<file path="src/design/i2cmbc_pkg.sv">
package i2cmbc_pkg;

	// Configuration register indexes
	localparam int CFG_IDX_W = 1;
	typedef enum logic [CFG_IDX_W-1:0] {
		CFG_PHASE_TICKS = 1'b0,
		CFG_ACK_TIMEOUT = 1'b1
	} cfg_idx_t;

	localparam logic [7:0] PHASE_TICKS_RST = 8'd2;
	localparam logic [7:0] ACK_TIMEOUT_RST = 8'd250;

	// Command codes
	typedef enum logic [1:0] {
		FUNC_START = 2'd0,
		FUNC_STOP  = 2'd1,
		FUNC_WRITE = 2'd2,
		FUNC_READ  = 2'd3
	} func_t;

	// Bus sequencer states
	typedef enum logic [3:0] {
		S_IDLE    = 4'd0,
		S_ST_HI   = 4'd1,
		S_ST_LO   = 4'd2,
		S_SP_LO   = 4'd3,
		S_SP_HI   = 4'd4,
		S_WR_SET  = 4'd5,
		S_WR_HI   = 4'd6,
		S_WR_LO   = 4'd7,
		S_AK_SET  = 4'd8,
		S_AK_HI   = 4'd9,
		S_AK_WAIT = 4'd10,
		S_RD_LO   = 4'd11,
		S_RD_HI   = 4'd12,
		S_RA_SET  = 4'd13,
		S_RA_HI   = 4'd14
	} seq_state_t;

	// One bus tick request
	typedef struct packed {
		logic       cmd_valid;
		logic [1:0] func;
		logic [7:0] tx_byte;
		logic       send_ack;
		logic       sda_in;
	} cmd_t;

	// Line levels and status after one tick
	typedef struct packed {
		logic       scl_level;
		logic       sda_level;
		logic       sda_drive;
		logic       busy_res;
		logic       done_res;
		logic [7:0] rx_byte;
		logic       no_ack;
	} res_t;

endpackage

</file>
<file path="src/design/i2cmbc_if.sv">
interface i2cmbc_in_if;
	logic               valid;
	logic               ready;
	i2cmbc_pkg::cmd_t   data;

	modport source(output valid, output data, input ready);
	modport sink(input valid, input data, output ready);
endinterface

interface i2cmbc_out_if;
	logic               valid;
	logic               ready;
	i2cmbc_pkg::res_t   data;

	modport source(output valid, output data, input ready);
	modport sink(input valid, input data, output ready);
endinterface

</file>
<file path="src/design/i2cmbc_seq.sv">
module i2cmbc_seq (
	input  logic                                clk,
	input  logic                                arst_n,
	input  logic                                tick_en,
	input  i2cmbc_pkg::cmd_t                    cmd,
	input  logic                                cfg_we,
	input  logic [i2cmbc_pkg::CFG_IDX_W-1:0]    cfg_index,
	input  logic [7:0]                          cfg_data,
	output i2cmbc_pkg::res_t                    res
);

	logic [7:0]             phase_ticks_q;
	logic [7:0]             ack_timeout_q;

	i2cmbc_pkg::seq_state_t state_q, state_d;
	logic [3:0]             bit_cnt_q, bit_cnt_d;
	logic [7:0]             shift_q, shift_d;
	logic [8:0]             phase_q, phase_d;
	logic [7:0]             wait_q, wait_d;
	logic                   ack_q, ack_d;
	logic                   scl_q, scl_d;
	logic                   sda_q, sda_d;
	logic                   drv_q, drv_d;
	logic [7:0]             rx_q, rx_d;
	logic                   noack_q, noack_d;

	logic                   done;
	logic                   do_enter;
	i2cmbc_pkg::seq_state_t enter_st;
	logic [8:0]             base_len;
	logic [8:0]             phase_len;
	logic [3:0]             bit_cnt_inc;
	logic                   long_phase;

	// Write configuration registers
	always_ff @(posedge clk or negedge arst_n) begin
		if (!arst_n) begin
			phase_ticks_q <= i2cmbc_pkg::PHASE_TICKS_RST;
			ack_timeout_q <= i2cmbc_pkg::ACK_TIMEOUT_RST;
		end else if (cfg_we) begin
			unique case (i2cmbc_pkg::cfg_idx_t'(cfg_index))
				i2cmbc_pkg::CFG_PHASE_TICKS: phase_ticks_q <= cfg_data;
				i2cmbc_pkg::CFG_ACK_TIMEOUT: ack_timeout_q <= cfg_data;
				default: ;
			endcase
		end
	end

	// Phase length: a zero count acts as one, start and stop hold double
	assign long_phase = (state_q == i2cmbc_pkg::S_ST_HI) || (state_q == i2cmbc_pkg::S_ST_LO) ||
		(state_q == i2cmbc_pkg::S_SP_LO) || (state_q == i2cmbc_pkg::S_SP_HI);
	assign base_len    = (phase_ticks_q == 8'd0) ? 9'd1 : {1'b0, phase_ticks_q};
	assign phase_len   = long_phase ? {base_len[7:0], 1'b0} : base_len;
	assign bit_cnt_inc = bit_cnt_q + 4'd1;

	// Advance the sequencer by one tick
	always_comb begin
		state_d   = state_q;
		bit_cnt_d = bit_cnt_q;
		shift_d   = shift_q;
		phase_d   = phase_q;
		wait_d    = wait_q;
		ack_d     = ack_q;
		scl_d     = scl_q;
		sda_d     = sda_q;
		drv_d     = drv_q;
		rx_d      = rx_q;
		noack_d   = noack_q;
		done      = 1'b0;
		do_enter  = 1'b0;
		enter_st  = i2cmbc_pkg::S_IDLE;

		priority if (state_q == i2cmbc_pkg::S_IDLE) begin
			if (cmd.cmd_valid) begin
				bit_cnt_d = 4'd0;
				do_enter  = 1'b1;
				unique case (i2cmbc_pkg::func_t'(cmd.func))
					i2cmbc_pkg::FUNC_START: enter_st = i2cmbc_pkg::S_ST_HI;
					i2cmbc_pkg::FUNC_STOP:  enter_st = i2cmbc_pkg::S_SP_LO;
					i2cmbc_pkg::FUNC_WRITE: begin
						shift_d  = cmd.tx_byte;
						enter_st = i2cmbc_pkg::S_WR_SET;
					end
					i2cmbc_pkg::FUNC_READ: begin
						shift_d  = 8'd0;
						ack_d    = cmd.send_ack;
						enter_st = i2cmbc_pkg::S_RD_LO;
					end
					default: enter_st = i2cmbc_pkg::S_IDLE;
				endcase
			end
		end else if (state_q == i2cmbc_pkg::S_AK_WAIT) begin
			// Wait for the slave to pull SDA low, give up with a stop
			if (!cmd.sda_in) begin
				scl_d   = 1'b0;
				noack_d = 1'b0;
				state_d = i2cmbc_pkg::S_IDLE;
				phase_d = 9'd0;
				done    = 1'b1;
			end else if (wait_q >= ack_timeout_q) begin
				noack_d  = 1'b1;
				do_enter = 1'b1;
				enter_st = i2cmbc_pkg::S_SP_LO;
			end else begin
				wait_d = wait_q + 8'd1;
			end
		end else if (phase_q < phase_len) begin
			phase_d = phase_q + 9'd1;
		end else begin
			unique case (state_q)
				i2cmbc_pkg::S_ST_HI: begin
					do_enter = 1'b1;
					enter_st = i2cmbc_pkg::S_ST_LO;
				end
				i2cmbc_pkg::S_ST_LO: begin
					scl_d   = 1'b0;
					state_d = i2cmbc_pkg::S_IDLE;
					phase_d = 9'd0;
					done    = 1'b1;
				end
				i2cmbc_pkg::S_SP_LO: begin
					do_enter = 1'b1;
					enter_st = i2cmbc_pkg::S_SP_HI;
				end
				i2cmbc_pkg::S_SP_HI: begin
					state_d = i2cmbc_pkg::S_IDLE;
					phase_d = 9'd0;
					done    = 1'b1;
				end
				i2cmbc_pkg::S_WR_SET: begin
					do_enter = 1'b1;
					enter_st = i2cmbc_pkg::S_WR_HI;
				end
				i2cmbc_pkg::S_WR_HI: begin
					do_enter = 1'b1;
					enter_st = i2cmbc_pkg::S_WR_LO;
				end
				i2cmbc_pkg::S_WR_LO: begin
					shift_d   = {shift_q[6:0], 1'b0};
					bit_cnt_d = bit_cnt_inc;
					do_enter  = 1'b1;
					enter_st  = bit_cnt_inc[3] ? i2cmbc_pkg::S_AK_SET : i2cmbc_pkg::S_WR_SET;
				end
				i2cmbc_pkg::S_AK_SET: begin
					do_enter = 1'b1;
					enter_st = i2cmbc_pkg::S_AK_HI;
				end
				i2cmbc_pkg::S_AK_HI: begin
					do_enter = 1'b1;
					enter_st = i2cmbc_pkg::S_AK_WAIT;
				end
				i2cmbc_pkg::S_RD_LO: begin
					do_enter = 1'b1;
					enter_st = i2cmbc_pkg::S_RD_HI;
				end
				i2cmbc_pkg::S_RD_HI: begin
					// Sample SDA on the last tick of the high phase
					shift_d   = {shift_q[6:0], cmd.sda_in};
					bit_cnt_d = bit_cnt_inc;
					do_enter  = 1'b1;
					enter_st  = bit_cnt_inc[3] ? i2cmbc_pkg::S_RA_SET : i2cmbc_pkg::S_RD_LO;
				end
				i2cmbc_pkg::S_RA_SET: begin
					do_enter = 1'b1;
					enter_st = i2cmbc_pkg::S_RA_HI;
				end
				i2cmbc_pkg::S_RA_HI: begin
					scl_d   = 1'b0;
					rx_d    = shift_q;
					state_d = i2cmbc_pkg::S_IDLE;
					phase_d = 9'd0;
					done    = 1'b1;
				end
				default: begin
					state_d = i2cmbc_pkg::S_IDLE;
					phase_d = 9'd0;
				end
			endcase
		end

		// Enter a new phase: restart the phase count and set its line levels
		if (do_enter) begin
			state_d = enter_st;
			phase_d = 9'd1;
			unique case (enter_st)
				i2cmbc_pkg::S_ST_HI: begin
					scl_d = 1'b1; sda_d = 1'b1; drv_d = 1'b1;
				end
				i2cmbc_pkg::S_ST_LO: begin
					scl_d = 1'b1; sda_d = 1'b0; drv_d = 1'b1;
				end
				i2cmbc_pkg::S_SP_LO: begin
					scl_d = 1'b0; sda_d = 1'b0; drv_d = 1'b1;
				end
				i2cmbc_pkg::S_SP_HI: begin
					scl_d = 1'b1; sda_d = 1'b1; drv_d = 1'b1;
				end
				i2cmbc_pkg::S_WR_SET: begin
					scl_d = 1'b0; sda_d = shift_d[7]; drv_d = 1'b1;
				end
				i2cmbc_pkg::S_AK_SET,
				i2cmbc_pkg::S_RD_LO: begin
					scl_d = 1'b0; sda_d = 1'b1; drv_d = 1'b0;
				end
				i2cmbc_pkg::S_RA_SET: begin
					scl_d = 1'b0; sda_d = ~ack_d; drv_d = 1'b1;
				end
				i2cmbc_pkg::S_WR_HI,
				i2cmbc_pkg::S_AK_HI,
				i2cmbc_pkg::S_RD_HI,
				i2cmbc_pkg::S_RA_HI: scl_d = 1'b1;
				i2cmbc_pkg::S_WR_LO: scl_d = 1'b0;
				i2cmbc_pkg::S_AK_WAIT: wait_d = 8'd0;
				default: begin
					state_d = i2cmbc_pkg::S_IDLE;
					phase_d = 9'd0;
				end
			endcase
		end
	end

	// Hold sequencer state between ticks
	always_ff @(posedge clk or negedge arst_n) begin
		if (!arst_n) begin
			state_q   <= i2cmbc_pkg::S_IDLE;
			bit_cnt_q <= 4'd0;
			shift_q   <= 8'd0;
			phase_q   <= 9'd0;
			wait_q    <= 8'd0;
			ack_q     <= 1'b0;
			scl_q     <= 1'b1;
			sda_q     <= 1'b1;
			drv_q     <= 1'b1;
			rx_q      <= 8'd0;
			noack_q   <= 1'b0;
		end else if (tick_en) begin
			state_q   <= state_d;
			bit_cnt_q <= bit_cnt_d;
			shift_q   <= shift_d;
			phase_q   <= phase_d;
			wait_q    <= wait_d;
			ack_q     <= ack_d;
			scl_q     <= scl_d;
			sda_q     <= sda_d;
			drv_q     <= drv_d;
			rx_q      <= rx_d;
			noack_q   <= noack_d;
		end
	end

	// Result of this tick; released SDA reads as high
	always_comb begin
		res.scl_level = scl_d;
		res.sda_level = drv_d ? sda_d : 1'b1;
		res.sda_drive = drv_d;
		res.busy_res  = (state_d != i2cmbc_pkg::S_IDLE);
		res.done_res  = done;
		res.rx_byte   = rx_d;
		res.no_ack    = noack_d;
	end

endmodule

</file>
<file path="src/design/i2cmbc_out_buf.sv">
module i2cmbc_out_buf (
	input  logic                clk,
	input  logic                arst_n,
	input  logic                push,
	input  i2cmbc_pkg::res_t    push_data,
	output logic                push_ready,
	output logic                out_valid,
	output i2cmbc_pkg::res_t    out_data,
	input  logic                out_ready
);

	i2cmbc_pkg::res_t main_q;
	i2cmbc_pkg::res_t skid_q;
	logic             main_vld_q;
	logic             skid_vld_q;
	logic             pop;
	logic             load_main;
	logic             load_skid;
	logic             main_from_skid;

	assign pop        = main_vld_q && out_ready;
	assign push_ready = !skid_vld_q;
	assign out_valid  = main_vld_q;
	assign out_data   = main_q;

	// Steer the incoming result to the head or the skid slot
	assign main_from_skid = skid_vld_q && pop;
	assign load_main      = push && (!main_vld_q || pop) && !skid_vld_q;
	assign load_skid      = push && main_vld_q && !pop && !skid_vld_q;

	// Track occupancy
	always_ff @(posedge clk or negedge arst_n) begin
		if (!arst_n) begin
			main_vld_q <= 1'b0;
			skid_vld_q <= 1'b0;
		end else begin
			if (load_main || main_from_skid) begin
				main_vld_q <= 1'b1;
			end else if (pop) begin
				main_vld_q <= 1'b0;
			end
			if (load_skid) begin
				skid_vld_q <= 1'b1;
			end else if (main_from_skid) begin
				skid_vld_q <= 1'b0;
			end
		end
	end

	// Hold result payloads
	always_ff @(posedge clk) begin
		if (main_from_skid) begin
			main_q <= skid_q;
		end else if (load_main) begin
			main_q <= push_data;
		end
		if (load_skid) begin
			skid_q <= push_data;
		end
	end

endmodule

</file>
<file path="src/design/i2c_master_byte_controller_top.sv">
// I2C master byte controller.
// in_ch carries one bus tick per request: the sampled SDA level and an
// optional command (start, stop, write byte with ACK check, read byte with
// ACK or NACK answer). A command is taken only while no command is running.
// out_ch returns exactly one result per tick: SCL level, SDA level and drive
// enable, busy, done, the last received byte and the no-ACK flag.
// Throughput: one tick per clock cycle while in_ch.ready is high; the sequencer
// is a single combinational pass from its state registers to the result.
// Each result is registered in the result buffer before out_ch shows it.
// A two-entry result buffer sits between the sequencer and out_ch, so a tick
// is taken while a result still waits; in_ch.ready drops only when both
// entries are held, i.e. once the receiver holds off while a result waits and
// another tick is taken.
// Reset: lines SCL high, SDA high and driven, sequencer idle, status clear,
// phase_ticks 2, ack_timeout 250, result buffer empty.
// Configuration writes (cfg_we, cfg_index, cfg_data) take effect at once and
// are meant to happen only while the controller is idle.
module i2c_master_byte_controller_top (
	input  logic                                clk,
	input  logic                                arst_n,
	i2cmbc_in_if.sink                           in_ch,
	i2cmbc_out_if.source                        out_ch,
	input  logic                                cfg_we,
	input  logic [i2cmbc_pkg::CFG_IDX_W-1:0]    cfg_index,
	input  logic [7:0]                          cfg_data
);

	logic             tick_en;
	logic             buf_ready;
	i2cmbc_pkg::res_t tick_res;

	assign in_ch.ready = buf_ready;
	assign tick_en     = in_ch.valid && buf_ready;

	// Bus sequencer
	i2cmbc_seq u_seq (
		.clk       (clk),
		.arst_n    (arst_n),
		.tick_en   (tick_en),
		.cmd       (in_ch.data),
		.cfg_we    (cfg_we),
		.cfg_index (cfg_index),
		.cfg_data  (cfg_data),
		.res       (tick_res)
	);

	// Result buffer
	i2cmbc_out_buf u_out_buf (
		.clk        (clk),
		.arst_n     (arst_n),
		.push       (tick_en),
		.push_data  (tick_res),
		.push_ready (buf_ready),
		.out_valid  (out_ch.valid),
		.out_data   (out_ch.data),
		.out_ready  (out_ch.ready)
	);

endmodule

</file>
<file path="src/flat_wrapper.sv">
// flat-port wrapper written by rule: the top's interface ports become plain ports
module i2c_master_byte_controller_top_flat 
  (clk, arst_n, cfg_we, cfg_index, cfg_data, in_ch_valid, in_ch_data, in_ch_ready, out_ch_valid, out_ch_data, out_ch_ready);
  i2cmbc_in_if in_ch_i ();
  i2cmbc_out_if out_ch_i ();
  input  logic clk;
  input  logic arst_n;
  input  logic cfg_we;
  input  logic [i2cmbc_pkg::CFG_IDX_W-1:0] cfg_index;
  input  logic [7:0] cfg_data;
  input wire logic [$bits(in_ch_i.valid)-1:0] in_ch_valid;
  input wire logic [$bits(in_ch_i.data)-1:0] in_ch_data;
  output wire logic [$bits(in_ch_i.ready)-1:0] in_ch_ready;
  output wire logic [$bits(out_ch_i.valid)-1:0] out_ch_valid;
  output wire logic [$bits(out_ch_i.data)-1:0] out_ch_data;
  input wire logic [$bits(out_ch_i.ready)-1:0] out_ch_ready;
  assign in_ch_i.valid = in_ch_valid;
  assign in_ch_i.data = in_ch_data;
  assign in_ch_ready = in_ch_i.ready;
  assign out_ch_valid = out_ch_i.valid;
  assign out_ch_data = out_ch_i.data;
  assign out_ch_i.ready = out_ch_ready;
  i2c_master_byte_controller_top u_core (.clk(clk), .arst_n(arst_n), .in_ch(in_ch_i), .out_ch(out_ch_i), .cfg_we(cfg_we), .cfg_index(cfg_index), .cfg_data(cfg_data));
endmodule
</file>
<file path="config.mk">
export PLATFORM = sky130hd
export DESIGN_NAME = i2c_master_byte_controller_top_flat
export DESIGN_NICKNAME = d
export VERILOG_FILES = /design/src/design/i2cmbc_pkg.sv /design/src/design/i2cmbc_if.sv /design/src/design/i2cmbc_seq.sv /design/src/design/i2cmbc_out_buf.sv /design/src/design/i2c_master_byte_controller_top.sv /design/src/flat_wrapper.sv
export SDC_FILE = /design/constraint.sdc
export NUM_CORES = 1
export LEC_CHECK = 0
export ABC_AREA = 0
export BUFFER_PORTS_ARGS = -buffer_cell sky130_fd_sc_hd__buf_2
export CAP_MARGIN = 20
export CORE_MARGIN = 5
export CORE_UTILIZATION = 55
export DETAILED_ROUTE_END_ITERATION = 10
export PLACE_DENSITY = 0.74
export SLEW_MARGIN = 20
export SYNTH_ARGS = -nofsm -noshare
export SYNTH_HDL_FRONTEND = slang
export SYNTH_HIERARCHICAL = 1
export SYNTH_SLANG_ARGS = --single-unit
</file>
<file path="constraint.sdc">
create_clock -name clk -period 11.27 [get_ports clk]
set_clock_uncertainty 0.05 [all_clocks]
set_input_delay 1.6905 -clock clk [delete_from_list [all_inputs] [get_ports clk]]
set_output_delay 1.6905 -clock clk [all_outputs]
set_load 0.05 [all_outputs]
</file>
# ---- Word-level counts from Yosys, hierarchy flattened
# Cells that the tools add are included.
dict set report classes {
  n_reduce_logical 41
  n_bitwise 2
  muxes 84
  addsub 3
  n_shift 0
  magnitude_cmp 2
  n_eq_ne 38
  multipliers 0
  div 0
}
# cell count
set op_table {}
lappend op_table {{$mux W8} 15}
lappend op_table {{$mux W4} 17}
lappend op_table {{$mux W9} 7}
lappend op_table {{$eq A4 B4 Y1 const B} 14}
lappend op_table {{$pmux W4 S10} 1}
lappend op_table {{$mux W1} 33}
lappend op_table {{$eq A4 B3 Y1 const B} 8}
lappend op_table {{$pmux W8 S2} 2}
lappend op_table {{$mux W14} 2}
lappend op_table {{$eq A4 B2 Y1 const B} 4}
lappend op_table {{$pmux W4 S4} 1}
lappend op_table {{$reduce_or A14 Y1} 1}
lappend op_table {{$reduce_or A6 Y1} 2}
lappend op_table {{$reduce_or A10 Y1} 1}
lappend op_table {{$add A9 B1 Y9 const B} 1}
lappend op_table {{$lt A9 B9 Y1} 1}
lappend op_table {{$add A8 B1 Y8 const B} 1}
lappend op_table {{$eq A4 B1 Y1 const B} 2}
lappend op_table {{$ge A8 B8 Y1} 1}
lappend op_table {{$logic_and A1 B1 Y1} 8}
lappend op_table {{$logic_not A8 Y1} 1}
lappend op_table {{$ne A2 B2 Y1 const B} 4}
lappend op_table {{$reduce_bool A2 Y1} 4}
lappend op_table {{$reduce_or A2 Y1} 4}
lappend op_table {{24 further kinds} 35}
dict set report totals {
  regBits 92
  input_bits 27
  rom_bits 0
  latch_bits 0
  mem_count 0
  output_inout_bits 16
  wordCells 200
  ram_bits 0
}

# ---- Depth between registers and ports, before layout
dict set report depth {
  ltp_word 16
  mapped_depth 18
  ltp_nobuf 15
}

# ---- Modules after synthesis
# The synthesis kept the hierarchy.
# mod cells_per_inst area_each_um2 seq_area_each_um2 n_inst
set modules_own_cells {}
lappend modules_own_cells {i2cmbc_seq 420 4085.2 1564.0 1}
lappend modules_own_cells {i2cmbc_out_buf 55 1166.1 890.9 1}
lappend modules_own_cells {i2c_master_byte_controller_top 1 6.3 0.0 1}

# ---- Worst setup path before layout
# No wires, ideal clock.
dict set report synth_timing {
  path_kind {register to register}
  startpoint {register u_core.u_seq.state_q[0]}
  endpoint {register u_core.u_out_buf.main_q, in the netlist u_core/u_out_buf/out_data[12], data pin}
  path_buffers 2
  t_required_ns 10.960
  setup_time_ns 0.260
  period_less_slack_ns 4.059
  slack_ns 7.211
  t_arrival_ns 3.749
  path_stages_with_launch 17
  path_cell_list {dfrtp_1 > nor2_2 > mux2i_4 > mux2i_1 > ha_1 > a21o_1 > a211oi_1 > a32oi_2 > or2_1 > buf_6 > a21o_1 > buf_6 > and3_1 > a211o_1 > a211oi_2 > o21ai_1 > mux2_2}
}
# element line
set synth_lines {}
lappend synth_lines {{from (decl)} i2cmbc_seq.sv:15} ;# i2cmbc_pkg::seq_state_t state_q, state_d;
lappend synth_lines {{from (signal assigned)} i2cmbc_seq.sv:225} ;# state_q <= i2cmbc_pkg::S_IDLE;
lappend synth_lines {{from (signal assigned)} i2cmbc_seq.sv:237} ;# state_q <= state_d;
lappend synth_lines {{to (signal assigned)} i2cmbc_out_buf.sv:53} ;# main_q <= skid_q;
lappend synth_lines {{to (signal assigned)} i2cmbc_out_buf.sv:55} ;# main_q <= push_data;
lappend synth_lines {{to (decl)} i2cmbc_out_buf.sv:12} ;# i2cmbc_pkg::res_t main_q;

==> metrics.txt <==
routed wl met2 5300 um; DR pass1 iterations 5; Hold Fails Final Rpt 0; Routed Antenna Nets 0; Clock Sinks 92; area of the multi-input gates about 2600 um^2; Clock Path Buffers 2; top layer in use met4; die height 108 um; relative slew slack 0.458; Final Critical Period 4720 ps; largest cells by area after synthesis dfrtp_1 (26%), edfxtp_1 (16%), mux2_2 (8.6%), dfstp_2 (5.0%), ha_1 (4.5%); Seq cells post-synth 92; gpl congestion 0.855; cell count after synthesis 476; fill count around 800; yosys warns 6; initial antenna violation count 0; worst-path fanout max 21; fin cells 638; slowest cell on the critical path dfrtp_1; core area 9280 um^2; worst hold-check path type reg2reg; Layout area overhead 8.47%; PortBufs between 40 and 50; final setup fails 0; register area 2450 um^2; Synth cell types 71; CP cell instances nor2_2, mux2i_4, mux2i_1, ha_1, a21o_1, a211oi_1, a32oi_2, or2_1, a21o_1, and3_1, a211o_1, a211oi_2, o21ai_1, mux2_2; Synth top area share 0.257; worst-margin pin slew 814 ps; Worst Path Required 11340 ps; Initial DRC Count ~210; Async S/R FF share, synth 0.696; CTS tree built; die area 11600 um^2; hold buffers post-CTS 0; placed cell count 622; Root Driver clkbuf_8; Via-to-Cell Ratio 5.92; fin crit share 0.418; WL met1 5000 um; final max-slew violation count 0; critical path class reg2reg; Top FF cell, synth dfrtp_1; Initial Utilization 0.566; count leader, synth dfrtp_1; most frequent cells after synthesis dfrtp_1 (54), nor2_1 (41), mux2_2 (40), edfxtp_1 (28), nand2_1 (27); Crit. End Element flop; per-cell routed wire length 17.3 um; status finished, final reports clean; RSZ-0062 raised after global routing no; grt total ovfl 0; # resized after CTS 0; Rows 35; share of cells above drive strength 1 0.277; routed vias about 3800; Diodes inserted 0; EDFF count, synth 28; Layout Nets 550; postcts setup bufs 0; CTS clk-pin slew, worst paths 100 ps; number of global-route vias before repair 3810; CTS Buf Count 9; All-Layer GR Usage 0.204; Ports 43; Max-cap violations 0; setup TNS 0 ps; post-synthesis sequential area ratio 0.467; Syn Area/Cell ~11 um^2; Pleak 2.54 nW; Syn Std Cell Area ~5300 um^2; type of origin of the critical path flop; Die X around 110 um; pin count of the biggest net entering global routing 65; Arrival @ worst endpoint 4790 ps; Max Fclk 212 MHz; cell mode on critical path a21o_1; Routed WL 11000 um; Max VDD drop 0.000109 V; leading area contributor after synthesis dfrtp_1; post-DP HPWL 7970 um; wire length on met3 between 500 and 600 um; Power Dens Cells 218 nW/um^2; # DRC 0; clock latency at the later pin of the worst-skew pair 370 ps; CTS H-Tree Depth 3; Crit path largest cell delay 630 ps; syn_nets 522; first-pass GRT wire length 18900 um
-- power breakdown --
group	leakage (nW)	switching [mW]	internal [mW]	total (mW)
Sequential	1.07	0.0867	0.438	0.525
Clock	0.105	0.128	0.108	0.236
Combinational	1.37	0.301	0.179	0.481
Total	2.54	0.516	0.726	1.24
-- cell families (layout without fill, tap and decap cells) --
logic type | after synthesis | after routing | share of synthesized area
adder cells (fa/ha/maj) | 19 | 19 | 0.0452
multiplexers | 63 | 63 | 0.143
XOR/XNOR | 14 | 14 | 0.0233
AND/OR/NAND/NOR | 141 | 141 | 0.142
AO/OA/AOI/OAI | 104 | 104 | 0.139
buffers and inverters | 43 | 76 | 0.0414
flip-flops | 92 | 92 | 0.467
-- stage by stage --
step	util	setup WS, ps	total power, mW	hold WS (ps)	instance area [um^2]
final	0.614	6550	1.24	462	5700
after detailed placement	0.591	6660	1.00	442	5490
after global placement	0.591	6830	0.987	434	5490
after CTS	0.614	6640	1.25	468	5700
after floorplan	-	7210	0.908	425	5260
after global routing	0.614	6330	1.32	490	5700
-- critical path, delay by kind of cell (launching register included) --
kind,cells,cell delay [ps]
AOI/OAI and AO/OA,7,1620
adders and majority gates,1,260
muxes,3,990
and+or+nand+nor,3,920
DFF,1,630
-- sequential cells by signal, indices dropped and copies added, names as in the netlist --
| signal | count |
|---|---|
| u_core/u_out_buf/skid_vld_q | 1 |
| u_core/u_seq/phase_ticks_q | 8 |
| u_core/u_seq/noack_q | 1 |
| u_core/u_seq/drv_q | 1 |
| u_core/u_seq/scl_q | 1 |
| u_core/u_seq/bit_cnt_q | 4 |
| u_core/u_seq/state_q | 4 |
| u_core/u_seq/sda_q | 1 |
| u_core/u_seq/ack_timeout_q | 8 |
| u_core/u_out_buf/skid_q | 14 |
| u_core/u_seq/rx_q | 8 |
| u_core/u_out_buf/out_data | 14 |
| u_core/u_seq/ack_q | 1 |
| u_core/u_out_buf/out_valid | 1 |
| u_core/u_seq/wait_q | 8 |
| u_core/u_seq/shift_q | 8 |
| u_core/u_seq/phase_q | 9 |
-- cell usage in the layout, fill, tap and decap left out, types with 16 or more instances in the layout --
master     n
inv_1     16
dfrtp_1   54
nor2_1    41
edfxtp_1  28
a21oi_1   26
nand2_1   27
buf_2     42
ha_1      19
mux2_2    40
o21ai_0   18
-- final timing paths --
check | from | depth (start not counted) | end | slack, ps
setup / recovery | u_core/u_seq/state_q[1]$_DFFE_PN0P_ | 14 | u_core/u_out_buf/out_data[12]$_DFFE_PP_ | 6550
hold / removal | u_core/u_seq/rx_q[6]$_DFFE_PN0P_ | 1 | u_core/u_seq/rx_q[6]$_DFFE_PN0P_ | 460
setup reg to reg | u_core/u_seq/state_q[1]$_DFFE_PN0P_ | 14 | u_core/u_out_buf/out_data[12]$_DFFE_PP_ | 6550
hold reg to reg | u_core/u_seq/rx_q[6]$_DFFE_PN0P_ | 1 | u_core/u_seq/rx_q[6]$_DFFE_PN0P_ | 460
max in group asynchronous | arst_n | 2 | u_core/u_seq/bit_cnt_q[3]$_DFFE_PN0P_ | 9190
min in group asynchronous | arst_n | 2 | u_core/u_seq/state_q[2]$_DFFE_PN0P_ | 1450
-- area by class of cell --
class	count	share of cell area
Timing Repair Buffer	44	0.0395
Clock buffer	9	0.0217
Multi-Input combinational cell	341	0.454
Tap cell	129	0.0283
Sequential cell	92	0.430
Inverter	16	0.0105
Clock inverter	7	0.0151
-- per-layer routing --
| metal | up-vias | GRT usage |
|---|---|---|
| li1 | 1813 | - |
| met1 | 1843 | 0.278 |
| met2 | 107 | 0.323 |
| met3 | 11 | 0.0492 |
| met4 | 0 | 0.0586 |
| met5 | - | 0 |
No activity file was read; power rests on OpenSTA's default activity.
